--- src/lmpm_pkg.sv ---
// lmpm_pkg: payload types, register indexes, layout flag bits and gamma tables
// for the led matrix pixel mapper; no dependencies
package lmpm_pkg;

	typedef struct packed {
		logic signed [15:0] pos_x;
		logic signed [15:0] pos_y;
		logic [15:0]        color_565;
	} pix_in_t;

	typedef struct packed {
		logic [15:0] led_index;
		logic [23:0] led_color;
	} pix_out_t;

	localparam int CFG_IDX_W = 3;

	typedef enum logic [CFG_IDX_W-1:0] {
		REG_ROTATION        = 3'd0,
		REG_LAYOUT_FLAGS    = 3'd1,
		REG_MATRIX_WIDTH    = 3'd2,
		REG_MATRIX_HEIGHT   = 3'd3,
		REG_PASSTHRU_ENABLE = 3'd4,
		REG_PASSTHRU_COLOR  = 3'd5
	} cfg_reg_t;

	typedef enum logic [1:0] {
		ROT_0   = 2'd0,
		ROT_90  = 2'd1,
		ROT_180 = 2'd2,
		ROT_270 = 2'd3
	} rot_t;

	// bit positions in layout_flags
	localparam int LF_START_RIGHT  = 0;
	localparam int LF_START_BOTTOM = 1;
	localparam int LF_COL_MAJOR    = 2;
	localparam int LF_ZIGZAG       = 3;

	localparam int SIDE_REG_W = 9;
	localparam logic [SIDE_REG_W-1:0] SIDE_RESET = 9'd8;

	localparam logic [7:0] GAM5 [32] = '{
		8'h00, 8'h01, 8'h02, 8'h03, 8'h05, 8'h07, 8'h09, 8'h0b,
		8'h0e, 8'h11, 8'h14, 8'h18, 8'h1d, 8'h22, 8'h28, 8'h2e,
		8'h36, 8'h3d, 8'h46, 8'h4f, 8'h59, 8'h64, 8'h6f, 8'h7c,
		8'h89, 8'h97, 8'ha6, 8'hb6, 8'hc7, 8'hd9, 8'heb, 8'hff
	};

	localparam logic [7:0] GAM6 [64] = '{
		8'h00, 8'h01, 8'h02, 8'h03, 8'h04, 8'h05, 8'h06, 8'h08,
		8'h09, 8'h0a, 8'h0b, 8'h0d, 8'h0e, 8'h10, 8'h12, 8'h13,
		8'h15, 8'h17, 8'h19, 8'h1b, 8'h1d, 8'h20, 8'h22, 8'h25,
		8'h27, 8'h2a, 8'h2d, 8'h30, 8'h33, 8'h37, 8'h3a, 8'h3e,
		8'h41, 8'h45, 8'h49, 8'h4d, 8'h52, 8'h56, 8'h5b, 8'h5f,
		8'h64, 8'h69, 8'h6e, 8'h74, 8'h79, 8'h7f, 8'h85, 8'h8b,
		8'h91, 8'h97, 8'h9d, 8'ha4, 8'hab, 8'hb2, 8'hb9, 8'hc0,
		8'hc7, 8'hcf, 8'hd6, 8'hde, 8'he6, 8'hee, 8'hf7, 8'hff
	};

endpackage

--- src/led_matrix_pixel_mapper.sv ---
// led matrix pixel mapper: input register, one pass of mapping logic, result register
// an accepted write is held in the input register, then mapped into the result register behind valid_s2
// throughput: one pixel per cycle while out_stall is low; the index multiplier sits between the two registers
// writes outside the rotated screen give no result beat
// reset: control and config registers clear, width and height come up as 8
// depends on lmpm_pkg
module led_matrix_pixel_mapper #(
	parameter int MAX_SIDE = 256
) (
	input  logic                                clk,
	input  logic                                arst_n,
	input  logic                                in_valid,
	output logic                                in_stall,
	input  lmpm_pkg::pix_in_t                   in_data,
	output logic                                out_valid,
	input  logic                                out_stall,
	output lmpm_pkg::pix_out_t                  out_data,
	input  logic                                cfg_valid,
	output logic                                cfg_ready,
	input  logic [lmpm_pkg::CFG_IDX_W-1:0]      cfg_index,
	input  logic [23:0]                         cfg_data
);
	import lmpm_pkg::*;

	localparam int SIDE_W = $clog2(MAX_SIDE + 1);
	localparam int CRD_W  = $clog2(MAX_SIDE);
	localparam int PROD_W = 2 * SIDE_W;

	// config registers
	logic [1:0]            rotation_q;
	logic [3:0]            layout_flags_q;
	logic [SIDE_REG_W-1:0] matrix_width_q;
	logic [SIDE_REG_W-1:0] matrix_height_q;
	logic                  passthru_enable_q;
	logic [23:0]           passthru_color_q;

	assign cfg_ready = 1'b1;

	always_ff @(posedge clk or negedge arst_n) begin
		if (!arst_n) begin
			rotation_q        <= '0;
			layout_flags_q    <= '0;
			matrix_width_q    <= SIDE_RESET;
			matrix_height_q   <= SIDE_RESET;
			passthru_enable_q <= 1'b0;
			passthru_color_q  <= '0;
		end else if (cfg_valid && cfg_ready) begin
			unique case (cfg_reg_t'(cfg_index))
				REG_ROTATION:        rotation_q        <= cfg_data[1:0];
				REG_LAYOUT_FLAGS:    layout_flags_q    <= cfg_data[3:0];
				REG_MATRIX_WIDTH:    matrix_width_q    <= cfg_data[SIDE_REG_W-1:0];
				REG_MATRIX_HEIGHT:   matrix_height_q   <= cfg_data[SIDE_REG_W-1:0];
				REG_PASSTHRU_ENABLE: passthru_enable_q <= cfg_data[0];
				REG_PASSTHRU_COLOR:  passthru_color_q  <= cfg_data;
				default: ;
			endcase
		end
	end

	// pipeline control
	logic    valid_s1;
	pix_in_t data_s1;
	logic    valid_s2;
	logic    advance;
	logic    hit;
	pix_out_t result;

	assign advance  = !valid_s2 || !out_stall;
	assign in_stall = valid_s1 && !advance;

	always_ff @(posedge clk or negedge arst_n) begin
		if (!arst_n) begin
			valid_s1 <= 1'b0;
		end else if (!in_stall) begin
			valid_s1 <= in_valid;
		end
	end

	always_ff @(posedge clk) begin
		if (in_valid && !in_stall) begin
			data_s1 <= in_data;
		end
	end

	always_ff @(posedge clk or negedge arst_n) begin
		if (!arst_n) begin
			valid_s2 <= 1'b0;
		end else if (advance) begin
			valid_s2 <= valid_s1 && hit;
		end
	end

	always_ff @(posedge clk) begin
		if (advance && valid_s1 && hit) begin
			out_data <= result;
		end
	end

	assign out_valid = valid_s2;

	// mapping logic between the two registers
	always_comb begin
		logic [SIDE_W-1:0] w;
		logic [SIDE_W-1:0] h;
		logic [SIDE_W-1:0] sw;
		logic [SIDE_W-1:0] sh;
		logic [SIDE_W-1:0] w_m1;
		logic [SIDE_W-1:0] h_m1;
		logic [CRD_W-1:0]  x;
		logic [CRD_W-1:0]  y;
		logic [CRD_W-1:0]  px;
		logic [CRD_W-1:0]  py;
		logic [CRD_W-1:0]  minor;
		logic [CRD_W-1:0]  major;
		logic [CRD_W-1:0]  tmp;
		logic [SIDE_W-1:0] scale;
		logic [SIDE_W-1:0] major_p;
		logic [PROD_W-1:0] prod;
		logic [PROD_W-1:0] idx;
		logic              reverse;

		// sides above MAX_SIDE saturate
		w = (matrix_width_q > SIDE_REG_W'(MAX_SIDE)) ? SIDE_W'(MAX_SIDE)
			: matrix_width_q[SIDE_W-1:0];
		h = (matrix_height_q > SIDE_REG_W'(MAX_SIDE)) ? SIDE_W'(MAX_SIDE)
			: matrix_height_q[SIDE_W-1:0];
		sw = rotation_q[0] ? h : w;
		sh = rotation_q[0] ? w : h;
		w_m1 = w - 1'b1;
		h_m1 = h - 1'b1;

		hit = !data_s1.pos_x[15] && !data_s1.pos_y[15]
			&& (data_s1.pos_x[14:0] < 15'(sw))
			&& (data_s1.pos_y[14:0] < 15'(sh));

		// coordinates are below MAX_SIDE on a hit
		x = data_s1.pos_x[CRD_W-1:0];
		y = data_s1.pos_y[CRD_W-1:0];

		unique case (rot_t'(rotation_q))
			ROT_90: begin
				px = CRD_W'(w_m1 - SIDE_W'(y));
				py = x;
			end
			ROT_180: begin
				px = CRD_W'(w_m1 - SIDE_W'(x));
				py = CRD_W'(h_m1 - SIDE_W'(y));
			end
			ROT_270: begin
				px = y;
				py = CRD_W'(h_m1 - SIDE_W'(x));
			end
			default: begin
				px = x;
				py = y;
			end
		endcase

		minor = layout_flags_q[LF_START_RIGHT] ? CRD_W'(w_m1 - SIDE_W'(px)) : px;
		major = layout_flags_q[LF_START_BOTTOM] ? CRD_W'(h_m1 - SIDE_W'(py)) : py;
		if (layout_flags_q[LF_COL_MAJOR]) begin
			tmp   = minor;
			minor = major;
			major = tmp;
			scale = h;
		end else begin
			tmp   = '0;
			scale = w;
		end

		// odd lines of a zigzag run backwards
		reverse = layout_flags_q[LF_ZIGZAG] && major[0];
		major_p = reverse ? SIDE_W'(major) + 1'b1 : SIDE_W'(major);
		prod    = PROD_W'(major_p) * PROD_W'(scale);
		idx     = reverse ? prod - 1'b1 - PROD_W'(minor) : prod + PROD_W'(minor);

		result.led_index = 16'(idx);
		result.led_color = passthru_enable_q ? passthru_color_q
			: {GAM5[data_s1.color_565[15:11]],
			   GAM6[data_s1.color_565[10:5]],
			   GAM5[data_s1.color_565[4:0]]};
	end

endmodule

--- config.mk ---
export PLATFORM = sky130hd
export DESIGN_NAME = led_matrix_pixel_mapper
export DESIGN_NICKNAME = d
export VERILOG_FILES = /design/src/lmpm_pkg.sv /design/src/led_matrix_pixel_mapper.sv
export SDC_FILE = /design/constraint.sdc
export NUM_CORES = 1
export LEC_CHECK = 0
export ABC_AREA = 1
export ABC_CLOCK_PERIOD_IN_PS = 8300
export BUFFER_PORTS_ARGS = -buffer_cell sky130_fd_sc_hd__buf_2
export CAP_MARGIN = 20
export CORE_MARGIN = 3
export CORE_UTILIZATION = 40
export DETAILED_ROUTE_END_ITERATION = 6
export SLEW_MARGIN = 25
export SYNTH_ARGS = -nofsm -noshare
export SYNTH_HDL_FRONTEND = slang
export SYNTH_SLANG_ARGS = --single-unit
--- constraint.sdc ---
create_clock -name clk -period 8.3 [get_ports clk]
set_clock_uncertainty 0.1 [all_clocks]
set_input_delay 2.075 -clock clk [delete_from_list [all_inputs] [get_ports clk]]
set_output_delay 2.075 -clock clk [all_outputs]
set_load 0.05 [all_outputs]
# Yosys cells after proc, flatten, opt, wreduce, memory -nomap -nowiden
# Memories as Yosys holds them, arrays and structs flattened.
# Index checks and enable logic that the tools add are counted.
# W data, S select, Z words.
[classes]
n_eq_ne = 8
n_addsub = 12
n_lt_le_gt_ge = 7
n_bitwise = 3
n_mul = 1
mux = 20
n_reduce_logical = 23
[op_table]
columns = ["cell", "n"]
rows = [
  ["$mux W8", 10],
  ["$mux W9", 6],
  ["$pmux W8 S3", 2],
  ["$sub A8 B8 Y8", 6],
  ["$lt A15 B9 Y1", 2],
  ["$mux W24", 1],
  ["$gt A9 B9 Y1 const B", 2],
  ["$add A16 B8 Y16", 1],
  ["$mul A9 B9 Y16", 1],
  ["$mux W16", 1],
  ["$sub A16 B1 Y16 const B", 1],
  ["$sub A16 B8 Y16", 1],
  ["$sub A8 B1 Y8 const B", 2],
  ["$ge A6 B6 Y1 const B", 2],
  ["$not A5 Y6", 2],
  ["$reduce_and A2 Y1", 6],
  ["$add A8 B1 Y9 const B", 1],
  ["$logic_and A1 B1 Y1", 9],
  ["$ge A7 B7 Y1 const B", 1],
  ["$not A6 Y7", 1],
  ["$eq A3 B2 Y1 const B", 2],
  ["$eq A3 B3 Y1 const B", 2],
  ["$logic_not A1 Y1", 6],
  ["$eq A2 B2 Y1 const B", 2],
  ["4 further kinds", 4],
]
[word_totals]
in_bits = 80
rom_bits = 1024
output_inout_bits = 43
memories = 3
reg_bits = 139
wordCells = 90
[mem_list]
columns = ["memory", "words", "word_bits", "rd", "rd_ports_with_merged_regs", "wr", "line", "source"]
rows = [
  ["(name not given)", 64, 8, 1, 0, 0, "led_matrix_pixel_mapper.sv:180", "GAM6[data_s1.color_565[10:5]],"],
  ["(name not given)", 32, 8, 1, 0, 0, "led_matrix_pixel_mapper.sv:181", "GAM5[data_s1.color_565[4:0]]};"],
  ["(name not given)", 32, 8, 1, 0, 0, "led_matrix_pixel_mapper.sv:179", ": {GAM5[data_s1.color_565[15:11]],"],
]

# Longest topological paths before layout
[logic_depth]
depth_word = 14
mapped_depth = 65
ltp_nobuf = 63

# Worst setup path before layout
# OpenSTA, ideal clock, no wires.
[synth_timing]
kind = "register to register"
startpoint = "reg rotation_q[0]"
endpoint = "reg out_data[39] in the netlist's numbering (data pin)"
setup_ns = 0.253
synth_period_minus_slack_ns = 9.113
path_stages_with_launch = 55
path_buffers = 3
arrival_ns = 8.760
t_required_ns = 7.947
setup_slack_ns = -0.813
path_cell_list = "dfrtp_1 clkbuf_1 clkinv_1 buf_1 ha_1 clkbuf_1 nand2_1 o21ai_0 ha_1 inv_1 fa_1 nand2_1 nand2_1 o21ai_0 o21ai_1 ha_1 a21oi_1 nand2_1 (+19 left out) xor2_1 ha_1 nand2_1 nor3_1 nand2_1 o211ai_1 a21oi_1 or2_2 nor2_1 nand4_1 nand2_1 nand2_1 nand2_1 nand4_1 nand2_1 inv_1 nand3_1 nand2_1"
[synth_rtl]
columns = ["item", "line", "source"]
rows = [
  ["from (decl)", "led_matrix_pixel_mapper.sv:30", "logic [1:0] rotation_q;"],
  ["from (signal assigned)", "led_matrix_pixel_mapper.sv:49", "REG_ROTATION: rotation_q <= cfg_data[1:0];"],
  ["to (signal assigned)", "led_matrix_pixel_mapper.sv:95", "out_data <= result;"],
  ["to (decl)", "led_matrix_pixel_mapper.sv:17", "output lmpm_pkg::pix_out_t out_data,"],
]

==> run_results.csv <==
group,metric,value,unit
run_status,status,"finished with violations",
run_status,violations,"negative setup slack",
synth,synth-seq-area-share,30.9,%
worst_setup_path,cp_max_fo,4,
global_route,antenna_found_initial,0,
synth,yosysMostFrequentCell,"nand2_1",
finish,finish.instance_area,17100,um^2
synth,syn_area,12700,um^2
cts,cts.sink_count,139,
finish,n_fill_cell,2876,
die,die-width,184,um
detailed_routing,initialDrtViolationCount,675,
finish,area_delta_synth_final,34.6,%
cts,cts_buffer_depth,2,
timing,maxSlewViolCount,0,
timing,period_share,102,%
finish,nets,2221,
worst_setup_path,required,8.41,ns
die,initial_core_util,41.1,%
synth,synthArstFlopShare,36.7,%
cts,clk_latency,0.45,ns
timing,setup_ws,-0.142,ns
place,port_buffers,121,
worst_setup_path,crit_family,"adder cells",
worst_setup_path,endpoint,"out_data[39]",
worst_setup_path,worst_path_most_repeated_cell,"nand2_1",
worst_setup_path,critPathLaunch,"matrix_height_q[1]",
worst_setup_path,path_depth,53,
detailed_routing,post-route-drc-count,0,
detailed_routing,wl,37200,um
job,max_cap_viol_count,0,
finish,antenna_cells,0,
synth,ys_seq_elements,139,
detailed_routing,drt_pre_antenna_iters,5,
worst_setup_path,cp-end-kind,"register",
cts,clockRootBuffer,"clkbuf_16",
place,placed_cells,2312,
worst_setup_path,start_kind,"register",
finish,multi_input_area,8710,um^2
worst_hold_path,worstHoldPathType,"register to register",
detailed_routing,antenna_left,0,
global_route,grt_pass1_wl,59300,um
timing,grt_setup_unrepaired,"true",
global_route,grt_max_degree,52,
synth,synth_edf_count,88,
timing,relSlewSlack,24.0,%
cts,cts_tree,"yes",
worst_setup_path,reg2reg_to,"out_data[39]",
worst_setup_path,r2r_cells,53,
finish,final_cells,2376,
finish,drive_gt1_share,33.5,%
cts,cts_buffers,17,
worst_setup_path,cpPeakStageDelay,0.51,ns
synth,yosysWarnings,0,
worst_hold_path,hold_depth,2,
die,core_area,30900,um^2
synth,synth_top_cells_by_count,"nand2_1, inv_1, o21ai_0",
timing,fmax,0.118,GHz
die,num_rows,64,
global_route,grt.total_usage,21.9,%
worst_setup_path,ff2ff_setup_slack,-0.14,ns
timing,max_slew.worst_pin.slew,1.13,ns
synth,yosys.area.top_type,"edfxtp_1",
finish,regArea,3920,um^2
worst_setup_path,timing.setup.critical_path_class,"register to register",
cts,htree_num_levels,4,
timing,min_period,8.44,ns
detailed_routing,routedWlPerCell,15.7,um
global_route,grt_overflow,0,
worst_setup_path,path_buf_inv,9,
synth,yosys_most_used_dff,"edfxtp_1",
cts,cts.reportedPaths.clkPinSlew,0.08,ns
timing,setup_viol_count_final,1,
worst_setup_path,worstPathArrival,8.56,ns
place,place_congestion,0.973,
synth,synth_area_per_cell,7.79,um^2
detailed_routing,via_per_inst,5.12,
place,place_area,15300,um^2
timing,hold_viol,0,
synth,ys_types,57,
global_route,grt_pass1_vias,11800,
detailed_routing,num_vias,12200,
synth,synth_area_leaders,"edfxtp_1, ha_1, nand2_1",
synth,synth_top_area_share,20.8,%
synth,syn_inst,1631,
worst_hold_path,worstHoldStart,"passthru_color_q[6]",
worst_setup_path,rr_startpoint,"matrix_height_q[1]",
die,io_pins,123,
worst_setup_path,cpMaxStageDelayCell,"fa_1",
place,hpwl,28800,um
die,die-height,184,um
synth,synth_nets,1885,
cts,cts-hold-fix-buffers,0,
die,die-area,33900,um^2
==> per-stage QoR <==
step | TNS, ns | utilization, % | worst slack (ns) | hold slack, ns
after global placement | -1.01 | 49.5 | -0.443 | 0.370
final | -0.142 | 55.3 | -0.142 | 0.397
after CTS | -0.150 | 53.3 | -0.150 | 0.397
after floorplan | 0 | - | 0.0223 | 0.348
after global routing | -1.71 | 55.3 | -0.630 | 0.426
after detailed placement | -1.54 | 49.5 | -0.582 | 0.382
==> worst min path at each step <==
stage	end	slack (ns)
2_1_floorplan	passthru_color_q[4]	0.35
3_3_place_gp	passthru_color_q[8]	0.37
3_5_place_dp	passthru_color_q[8]	0.38
4_1_cts	passthru_color_q[8]	0.40
5_1_grt	passthru_color_q[6]	0.43
6_report	passthru_color_q[6]	0.40
==> kinds of logic (layout without fill, tap and decap cells) <==
family,count (synthesis),after routing,synth area share (%)
AND/OR/NAND/NOR,651,651,21.6
AO/OA/AOI/OAI,319,319,14.2
buffers and inverters,292,641,8.77
adder cells (fa/ha/maj),174,174,20.4
flip-flops,139,139,30.9
XOR/XNOR,36,36,2.48
multiplexers,19,19,1.65
other,1,1,0.0295
==> cells in the final DEF, fill, tap and decap left out, types with 7 or more instances in the layout <==
cell	count
nand2_4	12
inv_1	204
o21ai_0	118
xnor2_1	7
nand3_1	67
nor2_1	96
nand2_1	343
a21oi_2	19
buf_4	224
inv_2	36
nand3_2	19
fa_1	51
or2_2	11
edfxtp_1	88
nand4_1	13
nor2_4	7
nor2_2	13
buf_2	121
a31oi_1	8
clkbuf_16	17
a21oi_1	74
buf_6	9
dfrtp_1	48
mux2_2	15
o21ai_2	16
ha_4	26
xor2_1	19
o211ai_1	12
nand2_2	48
o21ai_1	19
ha_1	90
==> metal layers <==
layer	wire length, um	up-vias	global-route usage (%)
met5	0	-	0
met4	895	0	6.11
met3	1410	52	3.34
met2	18300	254	37.5
met1	16600	5792	28.9
li1	-	6056	-
==> what timing repair did <==
item | in CTS | in global routing
pin swaps | 63 | 105
setup buffers | 18 | 14
endpoints found under the setup margin | 6 | 9
resized for setup | 105 | 143
==> state kept, by name, indices dropped and copies added (netlist names) <==
register	count
out_valid	1
matrix_width_q	9
passthru_enable_q	1
out_data	40
rotation_q	2
matrix_height_q	9
layout_flags_q	4
valid_s1	1
data_s1	48
passthru_color_q	24
==> worst min-delay path: cells and delay by family, from the launching register on <==
family	cells	cell delay [ns]
and+or+nand+nor	1	0.05
DFF	1	0.35
AOI/OAI and AO/OA	1	0.06
==> final cells by class <==
| type | count | share of cell area (%) |
|---|---|---|
| repair buffers | 356 | 14.2 |
| multi-input cells | 1200 | 50.9 |
| clock inverters | 15 | 0.776 |
| clock buffers | 17 | 2.49 |
| well taps | 396 | 2.90 |
| flip-flops and latches | 139 | 22.9 |
| inverters | 253 | 5.77 |
Power is left out: the tool's default activity adds up to more than one toggle a clock period on the data nets, which glitch-free logic cannot reach.
